--- config.mk ---
export PLATFORM = sky130hd
export DESIGN_NAME = sorted_table_binary_search_core_flat
export DESIGN_NICKNAME = d
export VERILOG_FILES = /design/src/rtl/core/stbs_pkg.sv /design/src/rtl/core/stbs_if.sv /design/src/rtl/core/stbs_csr.sv /design/src/rtl/core/stbs_useq.sv /design/src/rtl/core/stbs_datapath.sv /design/src/rtl/core/sorted_table_binary_search_core.sv /design/src/flat_wrapper.sv
export SDC_FILE = /design/constraint.sdc
export NUM_CORES = 1
export LEC_CHECK = 0
export ABC_CLOCK_PERIOD_IN_PS = 7100
export BUFFER_PORTS_ARGS = -buffer_cell sky130_fd_sc_hd__buf_2
export CELL_PAD_IN_SITES_DETAIL_PLACEMENT = 2
export CELL_PAD_IN_SITES_GLOBAL_PLACEMENT = 2
export CORE_ASPECT_RATIO = 1.5
export CORE_MARGIN = 2
export CORE_UTILIZATION = 52
export DETAILED_ROUTE_END_ITERATION = 10
export PLACE_DENSITY_LB_ADDON = 0.15
export SLEW_MARGIN = 5
export SYNTH_ARGS = -nofsm -noshare
export SYNTH_HDL_FRONTEND = slang
export SYNTH_SLANG_ARGS = --single-unit
--- constraint.sdc ---
create_clock -name clock -period 7.1 [get_ports clock]
set_input_delay 1.775 -clock clock [delete_from_list [all_inputs] [get_ports clock]]
set_output_delay 1.775 -clock clock [all_outputs]
set_load 0.1 [all_outputs]
--- src/rtl/core/stbs_pkg.sv ---
// ----------------------------------------------------------------------------
// stbs_pkg
// Types, constants and the microcode program of the sorted table search core.
// ----------------------------------------------------------------------------
package stbs_pkg;

   localparam int DATA_W     = 32;
   localparam int IDX_IN_W   = 4;
   localparam int POS_W      = 4;
   localparam int EU_W       = 5;
   localparam int CSR_DATA_W = 32;
   localparam int CSR_ADDR_W = 3;
   localparam int REG_IDX_W  = CSR_ADDR_W - 2;

   localparam logic [EU_W-1:0]      EU_RESET         = 5'd16;
   localparam logic                 CMD_LOAD         = 1'b0;
   localparam logic                 CMD_SEARCH       = 1'b1;
   localparam logic [REG_IDX_W-1:0] REG_ENTRIES_USED = 1'b0;

   typedef logic [1:0] step_type;

   localparam step_type STEP_WAIT    = 2'd0;
   localparam step_type STEP_CHECK   = 2'd1;
   localparam step_type STEP_COMPARE = 2'd2;
   localparam step_type STEP_DONE    = 2'd3;

   typedef enum logic [1:0] {
      COND_SEARCH_ACC,
      COND_EMPTY,
      COND_HIT,
      COND_OUT_FREE
   } cond_type;

   typedef struct packed {
      logic     take_req;
      logic     rd_en;
      logic     cmp_en;
      logic     emit;
      cond_type cond;
      step_type tgt_true;
      step_type tgt_false;
   } ucode_type;

   typedef struct packed {
      logic take_req;
      logic rd_en;
      logic cmp_en;
      logic emit;
   } ctrl_type;

   typedef struct packed {
      logic search_acc;
      logic empty;
      logic hit;
      logic out_free;
   } stat_type;

   function automatic ucode_type ucode_rom(input step_type step);
      ucode_type uc;
      case (step)
         STEP_WAIT: begin
            uc = '{1'b1, 1'b0, 1'b0, 1'b0, COND_SEARCH_ACC, STEP_CHECK, STEP_WAIT};
         end
         STEP_CHECK: begin
            uc = '{1'b0, 1'b1, 1'b0, 1'b0, COND_EMPTY, STEP_DONE, STEP_COMPARE};
         end
         STEP_COMPARE: begin
            uc = '{1'b0, 1'b0, 1'b1, 1'b0, COND_HIT, STEP_DONE, STEP_CHECK};
         end
         STEP_DONE: begin
            uc = '{1'b0, 1'b0, 1'b0, 1'b1, COND_OUT_FREE, STEP_WAIT, STEP_DONE};
         end
         default: begin
            uc = '{1'b0, 1'b0, 1'b0, 1'b0, COND_OUT_FREE, STEP_WAIT, STEP_WAIT};
         end
      endcase
      return uc;
   endfunction

endpackage

--- src/rtl/core/stbs_if.sv ---
// ----------------------------------------------------------------------------
// stbs_if
// Valid/ready channels for request words and response words.
// ----------------------------------------------------------------------------
interface stbs_req_if;
   logic                                valid;
   logic                                ready;
   logic                                cmd;
   logic [stbs_pkg::IDX_IN_W-1:0]       entry_index;
   logic signed [stbs_pkg::DATA_W-1:0]  value;

   modport source (output valid, output cmd, output entry_index, output value, input ready);
   modport sink   (input valid, input cmd, input entry_index, input value, output ready);
endinterface

interface stbs_rsp_if;
   logic                         valid;
   logic                         ready;
   logic                         found;
   logic [stbs_pkg::POS_W-1:0]   position;

   modport source (output valid, output found, output position, input ready);
   modport sink   (input valid, input found, input position, output ready);
endinterface

--- src/rtl/core/stbs_csr.sv ---
// ----------------------------------------------------------------------------
// stbs_csr
// APB-style register block holding the entries_used register.
// ----------------------------------------------------------------------------
module stbs_csr (
   input  logic                                clock,
   input  logic                                reset,
   input  logic                                psel,
   input  logic                                penable,
   input  logic                                pwrite,
   input  logic [stbs_pkg::CSR_ADDR_W-1:0]     paddr,
   input  logic [stbs_pkg::CSR_DATA_W-1:0]     pwdata,
   output logic [stbs_pkg::CSR_DATA_W-1:0]     prdata,
   output logic                                pready,
   output logic [stbs_pkg::EU_W-1:0]           entries_used
);

   logic [stbs_pkg::EU_W-1:0] eu_ff;
   logic [stbs_pkg::EU_W-1:0] eu_in;
   logic                      sel_eu;
   logic                      wr_en;

   assign sel_eu = (paddr[stbs_pkg::CSR_ADDR_W-1:2] == stbs_pkg::REG_ENTRIES_USED);
   assign wr_en  = psel & penable & pwrite;

   always_comb begin
      eu_in = eu_ff;
      if (wr_en && sel_eu) begin
         eu_in = pwdata[stbs_pkg::EU_W-1:0];
      end
   end

   always_ff @(posedge clock) begin
      if (reset) begin
         eu_ff <= stbs_pkg::EU_RESET;
      end else begin
         eu_ff <= eu_in;
      end
   end

   assign prdata       = sel_eu ? stbs_pkg::CSR_DATA_W'(eu_ff) : '0;
   assign pready       = 1'b1;
   assign entries_used = eu_ff;

endmodule

--- src/rtl/core/stbs_useq.sv ---
// ----------------------------------------------------------------------------
// stbs_useq
// Microcode sequencer: step counter, control ROM and conditional jumps.
// ----------------------------------------------------------------------------
module stbs_useq (
   input  logic                 clock,
   input  logic                 reset,
   input  stbs_pkg::stat_type   stat,
   output stbs_pkg::ctrl_type   ctrl
);

   stbs_pkg::step_type  step_ff;
   stbs_pkg::step_type  step_in;
   stbs_pkg::ucode_type uc;
   logic                cond_true;

   assign uc = stbs_pkg::ucode_rom(step_ff);

   always_comb begin
      case (uc.cond)
         stbs_pkg::COND_SEARCH_ACC: cond_true = stat.search_acc;
         stbs_pkg::COND_EMPTY:      cond_true = stat.empty;
         stbs_pkg::COND_HIT:        cond_true = stat.hit;
         stbs_pkg::COND_OUT_FREE:   cond_true = stat.out_free;
         default:                   cond_true = 1'b0;
      endcase
   end

   always_comb begin
      step_in = cond_true ? uc.tgt_true : uc.tgt_false;
   end

   always_ff @(posedge clock) begin
      if (reset) begin
         step_ff <= stbs_pkg::STEP_WAIT;
      end else begin
         step_ff <= step_in;
      end
   end

   always_comb begin
      ctrl.take_req = uc.take_req;
      ctrl.rd_en    = uc.rd_en;
      ctrl.cmp_en   = uc.cmp_en & ~stat.empty;
      ctrl.emit     = uc.emit & stat.out_free;
   end

endmodule

--- src/rtl/core/stbs_datapath.sv ---
// ----------------------------------------------------------------------------
// stbs_datapath
// Table memory, search bounds, key compare and response register.
// ----------------------------------------------------------------------------
module stbs_datapath #(
   parameter int TABLE_DEPTH = 16
) (
   input  logic                          clock,
   input  logic                          reset,
   input  logic [stbs_pkg::EU_W-1:0]     entries_used,
   input  stbs_pkg::ctrl_type            ctrl,
   output stbs_pkg::stat_type            stat,
   stbs_req_if.sink                      req,
   stbs_rsp_if.source                    rsp
);

   localparam int IDX_W = $clog2(TABLE_DEPTH);
   localparam int CNT_W = $clog2(TABLE_DEPTH + 1);
   localparam int SAT_W = (CNT_W > stbs_pkg::EU_W) ? CNT_W : stbs_pkg::EU_W;
   localparam int LD_W  = (CNT_W > stbs_pkg::IDX_IN_W) ? CNT_W : stbs_pkg::IDX_IN_W;
   localparam int PX_W  = (CNT_W > stbs_pkg::POS_W) ? CNT_W : stbs_pkg::POS_W;

   logic [stbs_pkg::DATA_W-1:0]        table_ff [TABLE_DEPTH];
   logic signed [stbs_pkg::DATA_W-1:0] rd_data_ff;
   logic signed [stbs_pkg::DATA_W-1:0] key_ff;
   logic signed [stbs_pkg::DATA_W-1:0] key_in;
   logic [CNT_W-1:0]                   lo_ff;
   logic [CNT_W-1:0]                   lo_in;
   logic [CNT_W-1:0]                   hp1_ff;
   logic [CNT_W-1:0]                   hp1_in;
   logic [CNT_W-1:0]                   mid_ff;
   logic [CNT_W-1:0]                   mid_in;
   logic                               found_ff;
   logic                               found_in;
   logic [stbs_pkg::POS_W-1:0]         pos_ff;
   logic [stbs_pkg::POS_W-1:0]         pos_in;
   logic                               rsp_valid_ff;
   logic                               rsp_valid_in;
   logic                               rsp_found_ff;
   logic                               rsp_found_in;
   logic [stbs_pkg::POS_W-1:0]         rsp_pos_ff;
   logic [stbs_pkg::POS_W-1:0]         rsp_pos_in;

   logic                               req_acc;
   logic                               search_acc;
   logic                               load_acc;
   logic [SAT_W-1:0]                   eu_ext;
   logic [SAT_W-1:0]                   n_sat;
   logic [CNT_W-1:0]                   n_cnt;
   logic [LD_W-1:0]                    ld_idx_ext;
   logic                               ld_ok;
   logic [IDX_W-1:0]                   ld_addr;
   logic [CNT_W:0]                     mid_sum;
   logic [CNT_W-1:0]                   mid_calc;
   logic [IDX_W-1:0]                   rd_addr;
   logic [CNT_W-1:0]                   mid_p1;
   logic [PX_W-1:0]                    mid_pos_ext;
   logic                               empty;
   logic                               hit;
   logic                               less;
   logic                               out_free;

   assign req.ready  = ctrl.take_req & ~reset;
   assign req_acc    = req.valid & req.ready;
   assign search_acc = req_acc & (req.cmd == stbs_pkg::CMD_SEARCH);
   assign load_acc   = req_acc & (req.cmd == stbs_pkg::CMD_LOAD);

   assign eu_ext = SAT_W'(entries_used);
   assign n_sat  = (eu_ext > SAT_W'(TABLE_DEPTH)) ? SAT_W'(TABLE_DEPTH) : eu_ext;
   assign n_cnt  = n_sat[CNT_W-1:0];

   assign ld_idx_ext = LD_W'(req.entry_index);
   assign ld_ok      = ld_idx_ext < LD_W'(TABLE_DEPTH);
   assign ld_addr    = ld_idx_ext[IDX_W-1:0];

   assign mid_sum     = {1'b0, lo_ff} + {1'b0, hp1_ff} - {{CNT_W{1'b0}}, 1'b1};
   assign mid_calc    = mid_sum[CNT_W:1];
   assign rd_addr     = mid_calc[IDX_W-1:0];
   assign mid_p1      = mid_ff + {{(CNT_W-1){1'b0}}, 1'b1};
   assign mid_pos_ext = PX_W'(mid_ff);

   assign empty    = (lo_ff >= hp1_ff);
   assign hit      = (rd_data_ff == key_ff);
   assign less     = (rd_data_ff < key_ff);
   assign out_free = ~rsp_valid_ff | rsp.ready;

   always_comb begin
      stat.search_acc = search_acc;
      stat.empty      = empty;
      stat.hit        = hit;
      stat.out_free   = out_free;
   end

   always_comb begin
      key_in   = search_acc ? req.value : key_ff;
      lo_in    = lo_ff;
      hp1_in   = hp1_ff;
      found_in = found_ff;
      pos_in   = pos_ff;
      mid_in   = ctrl.rd_en ? mid_calc : mid_ff;
      if (search_acc) begin
         lo_in    = '0;
         hp1_in   = n_cnt;
         found_in = 1'b0;
      end else if (ctrl.cmp_en) begin
         if (hit) begin
            found_in = 1'b1;
            pos_in   = mid_pos_ext[stbs_pkg::POS_W-1:0];
         end else if (less) begin
            lo_in = mid_p1;
         end else begin
            hp1_in = mid_ff;
         end
      end
   end

   always_comb begin
      rsp_valid_in = rsp_valid_ff & ~rsp.ready;
      rsp_found_in = rsp_found_ff;
      rsp_pos_in   = rsp_pos_ff;
      if (ctrl.emit) begin
         rsp_valid_in = 1'b1;
         rsp_found_in = found_ff;
         rsp_pos_in   = found_ff ? pos_ff : '0;
      end
   end

   always_ff @(posedge clock) begin
      if (load_acc && ld_ok) begin
         table_ff[ld_addr] <= req.value;
      end
      if (ctrl.rd_en) begin
         rd_data_ff <= table_ff[rd_addr];
      end
   end

   always_ff @(posedge clock) begin
      key_ff       <= key_in;
      lo_ff        <= lo_in;
      hp1_ff       <= hp1_in;
      mid_ff       <= mid_in;
      found_ff     <= found_in;
      pos_ff       <= pos_in;
      rsp_found_ff <= rsp_found_in;
      rsp_pos_ff   <= rsp_pos_in;
   end

   always_ff @(posedge clock) begin
      if (reset) begin
         rsp_valid_ff <= 1'b0;
      end else begin
         rsp_valid_ff <= rsp_valid_in;
      end
   end

   assign rsp.valid    = rsp_valid_ff;
   assign rsp.found    = rsp_found_ff;
   assign rsp.position = rsp_pos_ff;

endmodule

--- src/rtl/core/sorted_table_binary_search_core.sv ---
// ----------------------------------------------------------------------------
// sorted_table_binary_search_core
// Load: words are taken back to back while the sequencer waits. Search: the
// accept step, then P probes (at most floor(log2(N))+1), then the response;
// each probe does a registered table read (check step), then the compare.
// One word is worked on at a time; a finished response waits in its register.
// Reset clears the sequencer and response valid, entries_used returns to 16;
// table contents are undefined until loaded.
// ----------------------------------------------------------------------------
module sorted_table_binary_search_core #(
   parameter int TABLE_DEPTH = 16
) (
   input  logic                                clock,
   input  logic                                reset,
   stbs_req_if.sink                            req_ch,
   stbs_rsp_if.source                          rsp_ch,
   input  logic                                psel,
   input  logic                                penable,
   input  logic                                pwrite,
   input  logic [stbs_pkg::CSR_ADDR_W-1:0]     paddr,
   input  logic [stbs_pkg::CSR_DATA_W-1:0]     pwdata,
   output logic [stbs_pkg::CSR_DATA_W-1:0]     prdata,
   output logic                                pready
);

   logic [stbs_pkg::EU_W-1:0] entries_used;
   stbs_pkg::ctrl_type        ctrl;
   stbs_pkg::stat_type        stat;

   stbs_csr u_csr (
      .clock        (clock),
      .reset        (reset),
      .psel         (psel),
      .penable      (penable),
      .pwrite       (pwrite),
      .paddr        (paddr),
      .pwdata       (pwdata),
      .prdata       (prdata),
      .pready       (pready),
      .entries_used (entries_used)
   );

   stbs_useq u_useq (
      .clock (clock),
      .reset (reset),
      .stat  (stat),
      .ctrl  (ctrl)
   );

   stbs_datapath #(
      .TABLE_DEPTH (TABLE_DEPTH)
   ) u_datapath (
      .clock        (clock),
      .reset        (reset),
      .entries_used (entries_used),
      .ctrl         (ctrl),
      .stat         (stat),
      .req          (req_ch),
      .rsp          (rsp_ch)
   );

endmodule

--- src/flat_wrapper.sv ---
// flat-port wrapper written by rule: the top's interface ports become plain ports
module sorted_table_binary_search_core_flat 
#(
   parameter int TABLE_DEPTH = 16
)
  (clock, reset, psel, penable, pwrite, paddr, pwdata, prdata, pready, req_ch_valid, req_ch_cmd, req_ch_entry_index, req_ch_value, req_ch_ready, rsp_ch_valid, rsp_ch_found, rsp_ch_position, rsp_ch_ready);
  stbs_req_if req_ch_i ();
  stbs_rsp_if rsp_ch_i ();
  input  logic clock;
  input  logic reset;
  input  logic psel;
  input  logic penable;
  input  logic pwrite;
  input  logic [stbs_pkg::CSR_ADDR_W-1:0] paddr;
  input  logic [stbs_pkg::CSR_DATA_W-1:0] pwdata;
  output logic [stbs_pkg::CSR_DATA_W-1:0] prdata;
  output logic pready;
  input wire logic [$bits(req_ch_i.valid)-1:0] req_ch_valid;
  input wire logic [$bits(req_ch_i.cmd)-1:0] req_ch_cmd;
  input wire logic [$bits(req_ch_i.entry_index)-1:0] req_ch_entry_index;
  input wire logic [$bits(req_ch_i.value)-1:0] req_ch_value;
  output wire logic [$bits(req_ch_i.ready)-1:0] req_ch_ready;
  output wire logic [$bits(rsp_ch_i.valid)-1:0] rsp_ch_valid;
  output wire logic [$bits(rsp_ch_i.found)-1:0] rsp_ch_found;
  output wire logic [$bits(rsp_ch_i.position)-1:0] rsp_ch_position;
  input wire logic [$bits(rsp_ch_i.ready)-1:0] rsp_ch_ready;
  assign req_ch_i.valid = req_ch_valid;
  assign req_ch_i.cmd = req_ch_cmd;
  assign req_ch_i.entry_index = req_ch_entry_index;
  assign req_ch_i.value = req_ch_value;
  assign req_ch_ready = req_ch_i.ready;
  assign rsp_ch_valid = rsp_ch_i.valid;
  assign rsp_ch_found = rsp_ch_i.found;
  assign rsp_ch_position = rsp_ch_i.position;
  assign rsp_ch_i.ready = rsp_ch_ready;
  sorted_table_binary_search_core #(.TABLE_DEPTH(TABLE_DEPTH)) u_core (.clock(clock), .reset(reset), .req_ch(req_ch_i), .rsp_ch(rsp_ch_i), .psel(psel), .penable(penable), .pwrite(pwrite), .paddr(paddr), .pwdata(pwdata), .prdata(prdata), .pready(pready));
endmodule
==> impl_metrics.ini, run 1 <==
[final_layout]
multiInputGateArea_sq_um = 5530
n_antenna_cell = 0
layout.cells.non_filler = 1853
fillCellCount = 3678
nets = 1356
syn2layout_area_growth_pct = 11.6
ff_latch_area_sq_um = 18100
drive_gt1_frac = 0.271

[pwr]
power_switching_w = 0.00301
p_int_w = 0.00722
sequentialPowerShare = 0.412
totalPowerFinal_w = 0.0102
p_sw_frac = 0.294
p_per_area_nw_per_um2 = 381
clock_power_share = 0.281
ir_drop_mv = 0.417
p_leak_nw = 8.86
combPwrFrac = 0.307

[synth]
yosys_warnings = 0
synth_async_sr_flop_share = 0
synth_flop_cell = edfxtp_1
synth_enable_flop_cells = 595
ys_ff_latch = 609
syn_area_sq_um = 24000
synthCells = 1119
yosysSeqAreaShare = 0.755
avgSynthCellArea_sq_um = 21.5
yosysUniqueCellTypes = 45

[cts]
cts_buffer_depth = 3
clockRootBuffer = clkbuf_16
ctsResizeCount = 0
hold_buffers = 0
cts_tree = done
cts.sinks = 609
insertion_delay_ns = 0.62
cts_buffers = 56
postCtsSetupBuffers = 0
clk_pin_slew_ns = 0.06
htree_num_levels = 2

[worst_setup_path]
cp_max_fo = 9
crit_start = reset
worst_ep_required_time_ns = 5.33
r2r_start = u_core.u_datapath.hp1_ff[1]$_DFFE_PP_
reg2reg_slack_ns = 3.26
r2r_cells = 9
end_kind = output pin
path_class = in -> out
startpoint_type = primary input
r2r-end = u_core.u_datapath.rd_data_ff[15]$_DFFE_PP_
cp.arrival_ns = 2.62
endpoint = req_ch_ready

[detailed_routing]
vias = 11600
viasPerCell = 6.26
wl_mm = 64.9
wl_per_cell_microns = 35.0
antenna_left = 0
drc_errors = 0
drtIter0Drc = 1056
detail_route.first_pass.iterations = 5

[floorplan]
core_sq_um = 45800
die_w_microns = 180
pin_count = 119
initial_core_util = 0.525
die_y_microns = 267
row_count = 96
die_area_sq_um = 48000

[hold_path]
whs_path_depth = 2
worstHoldPathType = reg -> reg

[timing]
rsz0062_at_grt = no
fin_setup_tns_ns = 0
max_freq_ghz = 0.228
finalCritPeriodShare = 0.619
setup_slack_ns = 2.71
final-setup-viol-count = 0
fin_hold_ws_ns = 0.515
hold_viol_final = 0
relSlewSlack = 0.374
slew_viol_final = 0
post-route-min-period_ns = 4.39
fin_skew_ns = 0.0336
max_slew.worst_pin.slew_ns = 0.937

[global_routing]
grt_usage = 0.276
grt-ovfl-total = 0
grt_max_degree = 130
antenna_found_initial = 3
grt_pass1_vias = 12900
grt_pass1_wl_mm = 93.6

[place]
dp_hpwl_mm = 35.7
portBuffers = 61
placed_cells = 1752
gp_congestion = 0.752
dp_slack_ns = 2.29

[flow_run]
max_cap_violations = 0

[status]
status = complete, no violations
## placed cells by master, fill, tap and decap left out, types with 14 or more instances in the layout
cell type / Yosys / layout
ha_1: 54 / 52
buf_4: 28 / 21
dfxtp_1: 14 / 14
inv_1: 61 / 60
buf_2: 13 / 61
nand2_1: 27 / 27
clkbuf_16: 0 / 57
conb_1: 2 / 28
a21oi_1: 17 / 17
clkbuf_1: 19 / 14
clkinv_1: 0 / 14
mux4_2: 160 / 160
edfxtp_1: 595 / 595
## worst min-delay path by stage
stage | end | slack, ns | startpoint
2_1_floorplan | u_core.u_datapath.lo_ff[0]$_SDFFE_PP0P_ | 0.43 | u_core.u_datapath.lo_ff[0]$_SDFFE_PP0P_
3_3_place_gp | u_core.u_datapath.lo_ff[0]$_SDFFE_PP0P_ | 0.45 | u_core.u_datapath.lo_ff[0]$_SDFFE_PP0P_
3_5_place_dp | u_core.u_datapath.lo_ff[4]$_SDFFE_PP0P_ | 0.50 | u_core.u_datapath.lo_ff[4]$_SDFFE_PP0P_
4_1_cts | u_core.u_datapath.lo_ff[0]$_SDFFE_PP0P_ | 0.51 | u_core.u_datapath.lo_ff[0]$_SDFFE_PP0P_
5_1_grt | u_core.u_datapath.lo_ff[0]$_SDFFE_PP0P_ | 0.53 | u_core.u_datapath.lo_ff[0]$_SDFFE_PP0P_
6_report | u_core.u_datapath.lo_ff[0]$_SDFFE_PP0P_ | 0.52 | u_core.u_datapath.lo_ff[0]$_SDFFE_PP0P_
## synthesized netlist by cell type (2+ instances only)
library cell,number,share of area
nand3b_1,3,0.00094
mux2i_1,9,0.0037
inv_1,61,0.0095
xnor2_1,5,0.0018
nor2_1,23,0.0036
o21ai_1,2,0.00042
nor2b_1,7,0.0018
nor3_1,6,0.0012
clkbuf_1,19,0.0030
conb_1,2,0.00031
o211ai_1,3,0.00094
a21oi_1,17,0.0035
dfxtp_1,14,0.012
xor2_1,2,0.00073
buf_1,5,0.00078
o21ai_0,8,0.0017
nand2_1,27,0.0042
ha_1,54,0.028
buf_2,13,0.0027
a221oi_1,3,0.0011
mux4_2,160,0.15
nand4_1,9,0.0023
nand3_1,9,0.0019
edfxtp_1,595,0.74
a21o_1,5,0.0016
nand2b_1,8,0.0021
and2_1,5,0.0013
buf_4,28,0.0087
## per-layer routing
layer / track usage / part of all wire / wire length, microns / vias up
met5: 0 / 0.00034 / 22 / -
met4: 0.0925 / 0.033 / 2150 / 4
met3: 0.0352 / 0.047 / 3070 / 138
met2: 0.495 / 0.53 / 34600 / 431
met1: 0.349 / 0.39 / 25000 / 6310
li1: - / - / - / 4714
## power groups by stage
stage	clock (W)	combinational, W	sequential, W
final	0.00287	0.00314	0.00422
after global routing	0.00303	0.00335	0.00422
after CTS	0.00293	0.00319	0.00422
after detailed placement	0	0.00316	0.00429
after global placement	0	0.00302	0.00428
after floorplan	0	0.00229	0.00427
## metrics by stage
stage	utilization	cell area (sq um)
6_report	0.586	26800
5_1_grt	0.586	26800
4_1_cts	0.586	26800
3_5_place_dp	0.550	25200
3_3_place_gp	0.550	25200
2_1_floorplan	-	24100
## area by class of cell
cell class | count | area share
Sequential cell | 609 | 0.676
Multi-Input combinational cell | 409 | 0.206
Clock buffer | 71 | 0.0551
Tap cell | 588 | 0.0274
Timing Repair Buffer | 84 | 0.0187
Inverter | 62 | 0.00867
Clock inverter | 30 | 0.00742
## state kept, by name (all words and copies together) (netlist names)
register                        flops
u_core.u_datapath.pos_ff            4
u_core.u_datapath.lo_ff             5
u_core.u_datapath.rd_data_ff       32
u_core.u_useq.step_ff               2
u_core.u_datapath.hp1_ff            5
u_core.u_datapath.key_ff           32
u_core.u_datapath.rsp.position      4
u_core.u_datapath.table_ff        512
u_core.u_datapath.rsp.valid         1
u_core.u_datapath.mid_ff            5
u_core.u_csr.entries_used           5
u_core.u_datapath.rsp.found         1
u_core.u_datapath.found_ff          1
## logic make-up (layout without fill, tap and decap cells)
logic type	after synthesis	count (layout)	share of synthesized area
AO/OA/AOI/OAI	45	45	0.0120
XOR/XNOR	7	7	0.00255
adder cells (fa/ha/maj)	55	55	0.0289
buffers and inverters	127	247	0.0249
flip-flops	609	609	0.755
multiplexers	170	170	0.154
other	2	28	0.000312
AND/OR/NAND/NOR	104	104	0.0223
## worst max-delay path, cell delays in order
cell and delay (ns):
buf_2 0.17, nor2b_1 0.20, buf_2 0.46
(Power assumes the default switching activity.)
==> inputs of run 2 (changes only) <==
--- a/config.mk
+++ b/config.mk
@@ -5,13 +5,14 @@
 export SDC_FILE = /design/constraint.sdc
 export NUM_CORES = 1
 export LEC_CHECK = 0
-export ABC_CLOCK_PERIOD_IN_PS = 7100
+export ABC_AREA = 1
+export ABC_CLOCK_PERIOD_IN_PS = 4100
 export BUFFER_PORTS_ARGS = -buffer_cell sky130_fd_sc_hd__buf_2
 export CELL_PAD_IN_SITES_DETAIL_PLACEMENT = 2
 export CELL_PAD_IN_SITES_GLOBAL_PLACEMENT = 2
 export CORE_ASPECT_RATIO = 1.5
 export CORE_MARGIN = 2
-export CORE_UTILIZATION = 52
+export CORE_UTILIZATION = 44
 export DETAILED_ROUTE_END_ITERATION = 10
 export PLACE_DENSITY_LB_ADDON = 0.15
 export SLEW_MARGIN = 5
==> constraint.sdc (replaced) <==
create_clock -name clock -period 4.1 [get_ports clock]
set_input_delay 1.025 -clock clock [delete_from_list [all_inputs] [get_ports clock]]
set_output_delay 1.025 -clock clock [all_outputs]
set_load 0.1 [all_outputs]
==> impl_metrics.ini, run 2 <==
[final_layout]
top_regs = u_core.u_datapath.table_ff x512, u_core.u_datapath.key_ff x32, u_core.u_datapath.rd_data_ff x32
top_register = u_core.u_datapath.table_ff
largest_reg_flops = 512
final_cell_mix = edfxtp_1 (595), inv_1 (222), o21ai_0 (196)
final_core_util = 0.501
final_common_cell = edfxtp_1
syn2layout_area_growth_pct = 12.2
drive_gt1_frac = 0.114
nets = 2066
design_area_sq_um = 28500

[global_routing]
grt_usage = 0.247
grt_max_degree = 102
grt-ovfl-total = 0
grt_pass1_wl_mm = 110
antenna_found_initial = 2
grt_pass1_vias = 17400

[floorplan]
die_w_microns = 200
core_sq_um = 56900
pin_count = 119
initial_core_util = 0.447
row_count = 107
die_y_microns = 298
die_area_sq_um = 59700

[synth]
synth_area_leaders = edfxtp_1 (70%), mux2i_1 (5.0%), o21ai_0 (3.9%)
post-synth-top-count-cell = edfxtp_1
yosysSeqAreaShare = 0.714
synth_top_family_by_area = compound AO/OA/AOI/OAI gates
synth_top_area_frac = 0.703
synth_compound_area_frac = 0.105
yosys_warnings = 0
synth_xor_area_frac = 0.00207
synth_fa_ha_area_frac = 0.0274
yosysUniqueCellTypes = 40
ys_ff_latch = 609
ys_top_cells_by_count = edfxtp_1 (595), inv_1 (223), o21ai_0 (196)
synth_enable_flop_cells = 595
avgSynthCellArea_sq_um = 13.7
synth_largest_area_cell = edfxtp_1
syn_area_sq_um = 25400
synthCells = 1852
synth_flop_cell = edfxtp_1
synth.area.mux_share = 0.0504
synthSimpleGateAreaFrac = 0.0356
synth_async_sr_flop_share = 0

[cts]
insertion_delay_ns = 0.62
postCtsSetupBuffers = 0
cts_buffers = 58
htree_num_levels = 2
ctsResizeCount = 0
cts.sinks = 609
hold_buffers = 0
cts_tree = done
clockRootBuffer = clkbuf_16
cts_buffer_depth = 3
clk_pin_slew_ns = 0.07

[timing]
rsz0062_at_grt = no
hold_viol_final = 0
fin_skew_ns = 0.0238
post-route-min-period_ns = 3.53
max_freq_ghz = 0.283
fin_hold_ws_ns = 0.492
final-setup-viol-count = 0
fin_setup_tns_ns = 0
finalCritPeriodShare = 0.860
relSlewSlack = 0.481
max_slew.worst_pin.slew_ns = 0.776
slew_viol_final = 0

[pwr]
power_switching_w = 0.0112
p_leak_nw = 10.5
combPwrFrac = 0.499
clock_power_share = 0.199
p_sw_frac = 0.441
p_per_area_nw_per_um2 = 895
ir_drop_mv = 1.24
sequentialPowerShare = 0.302
p_int_w = 0.0143

[worst_setup_path]
cp.arrival_ns = 3.88
path_class = reg -> reg
r2r_start = u_core.u_datapath.lo_ff[1]$_SDFFE_PP0P_
reg2reg_slack_ns = 0.57
startpoint_type = register
cp_slowest_cell = fa_4
r2r_cells = 11
r2r-end = u_core.u_datapath.rd_data_ff[6]$_DFFE_PP_
cp_max_fo = 53
worst_ep_required_time_ns = 4.45
cp_slowest_stage_delay_ns = 1.09
crit_buf_inv = 5
critPathTopFamily = adder cells
critPathMostFrequentCell = inv_1
cp_cell_sequence = inv_1 > ha_1 > inv_1 > ha_4 > inv_1 > fa_4 > inv_4 > buf_12 > o21ai_0 > nand2_1 > a31oi_1
end_kind = register

[place]
dpl-instance-area_sq_um = 26800
gp_congestion = 0.730
portBuffers = 61
dp_hpwl_mm = 43.6

[detailed_routing]
drtIter0Drc = 834
wl_per_cell_microns = 27.0
viasPerCell = 5.62
antenna_left = 0
detail_route.first_pass.iterations = 5
drc_errors = 0
wl_mm = 73.9
vias = 15400

[status]
status = complete, no violations

[hold_path]
hold_start = u_core.u_csr.entries_used[2]$_SDFFE_PP0P_
hold_end = u_core.u_csr.entries_used[2]$_SDFFE_PP0P_
worstHoldPathType = reg -> reg
whs_path_depth = 2

[flow_run]
max_cap_violations = 0
run 2: cell types whose count changed after synthesis, moves of 62 or more:
cell / before / now
inv_1: 61 / 223
mux2i_1: 9 / 128
o211ai_1: 3 / 65
a21oi_1: 17 / 184
o21ai_0: 8 / 196
nand2_1: 27 / 135
mux4_2: 160 / 0
run 2: area by class of cell:
cell class	count	area, sq um
fillers	5374	28400
flip-flops and latches	609	18100
multi-input cells	924	5880
clock buffers	67	1510
repair buffers	113	958
well taps	763	955
inverters	226	851
clock inverters	35	221
diodes	1	2.50
run 2: worst max-delay path by stage:
| stage | from | to | slack [ns] | cells after the start |
|---|---|---|---|---|
| 2_1_floorplan | reset | u_core.u_datapath.table_ff[0][0]$_DFFE_PP_ | 0.45 | 5 |
| 3_3_place_gp | reset | u_core.u_datapath.table_ff[7][11]$_DFFE_PP_ | 0.64 | 7 |
| 3_5_place_dp | reset | u_core.u_datapath.table_ff[15][10]$_DFFE_PP_ | 0.55 | 7 |
| 4_1_cts | u_core.u_datapath.lo_ff[1]$_SDFFE_PP0P_ | u_core.u_datapath.rd_data_ff[6]$_DFFE_PP_ | 0.57 | 11 |
| 5_1_grt | u_core.u_datapath.lo_ff[1]$_SDFFE_PP0P_ | u_core.u_datapath.rd_data_ff[27]$_DFFE_PP_ | 0.45 | 12 |
| 6_report | u_core.u_datapath.lo_ff[1]$_SDFFE_PP0P_ | u_core.u_datapath.rd_data_ff[6]$_DFFE_PP_ | 0.57 | 11 |
run 2: through the flow:
step                setup slack (ns)  power, W  std cells
global route                   0.447    0.0270       2738
floorplan                      0.449    0.0163       1878
finish                         0.572    0.0255       2738
global placement               0.637    0.0197       2635
detailed placement             0.547    0.0206       2635
CTS                            0.574    0.0259       2737
run 2: power groups by stage:
stage	Sequential (W)	Clock (W)	Combinational, W
3_5_place_dp	0.00783	0	0.0128
6_report	0.00770	0.00508	0.0127
4_1_cts	0.00770	0.00519	0.0130
2_1_floorplan	0.00779	0	0.00855
3_3_place_gp	0.00780	0	0.0119
5_1_grt	0.00772	0.00539	0.0139
run 2: kinds of logic (layout without fill, tap and decap cells):
group | count (synthesis) | after routing
flip-flops | 609 | 609
AO/OA/AOI/OAI | 491 | 491
buffers and inverters | 345 | 441
AND/OR/NAND/NOR | 216 | 216
multiplexers | 128 | 128
adder cells (fa/ha/maj) | 55 | 55
XOR/XNOR | 6 | 6
other | 2 | 29
run 2: routing by layer:
layer | global-route usage | wire, microns
met1 | 0.277 | 27900
met2 | 0.469 | 40400
met3 | 0.0347 | 2780
met4 | 0.100 | 2890
met5 | 0 | 14
run 2: worst min-delay path: stages (launching register included):
cell and delay (ns):
dfxtp_1 0.32, inv_1 0.07, a21oi_1 0.06
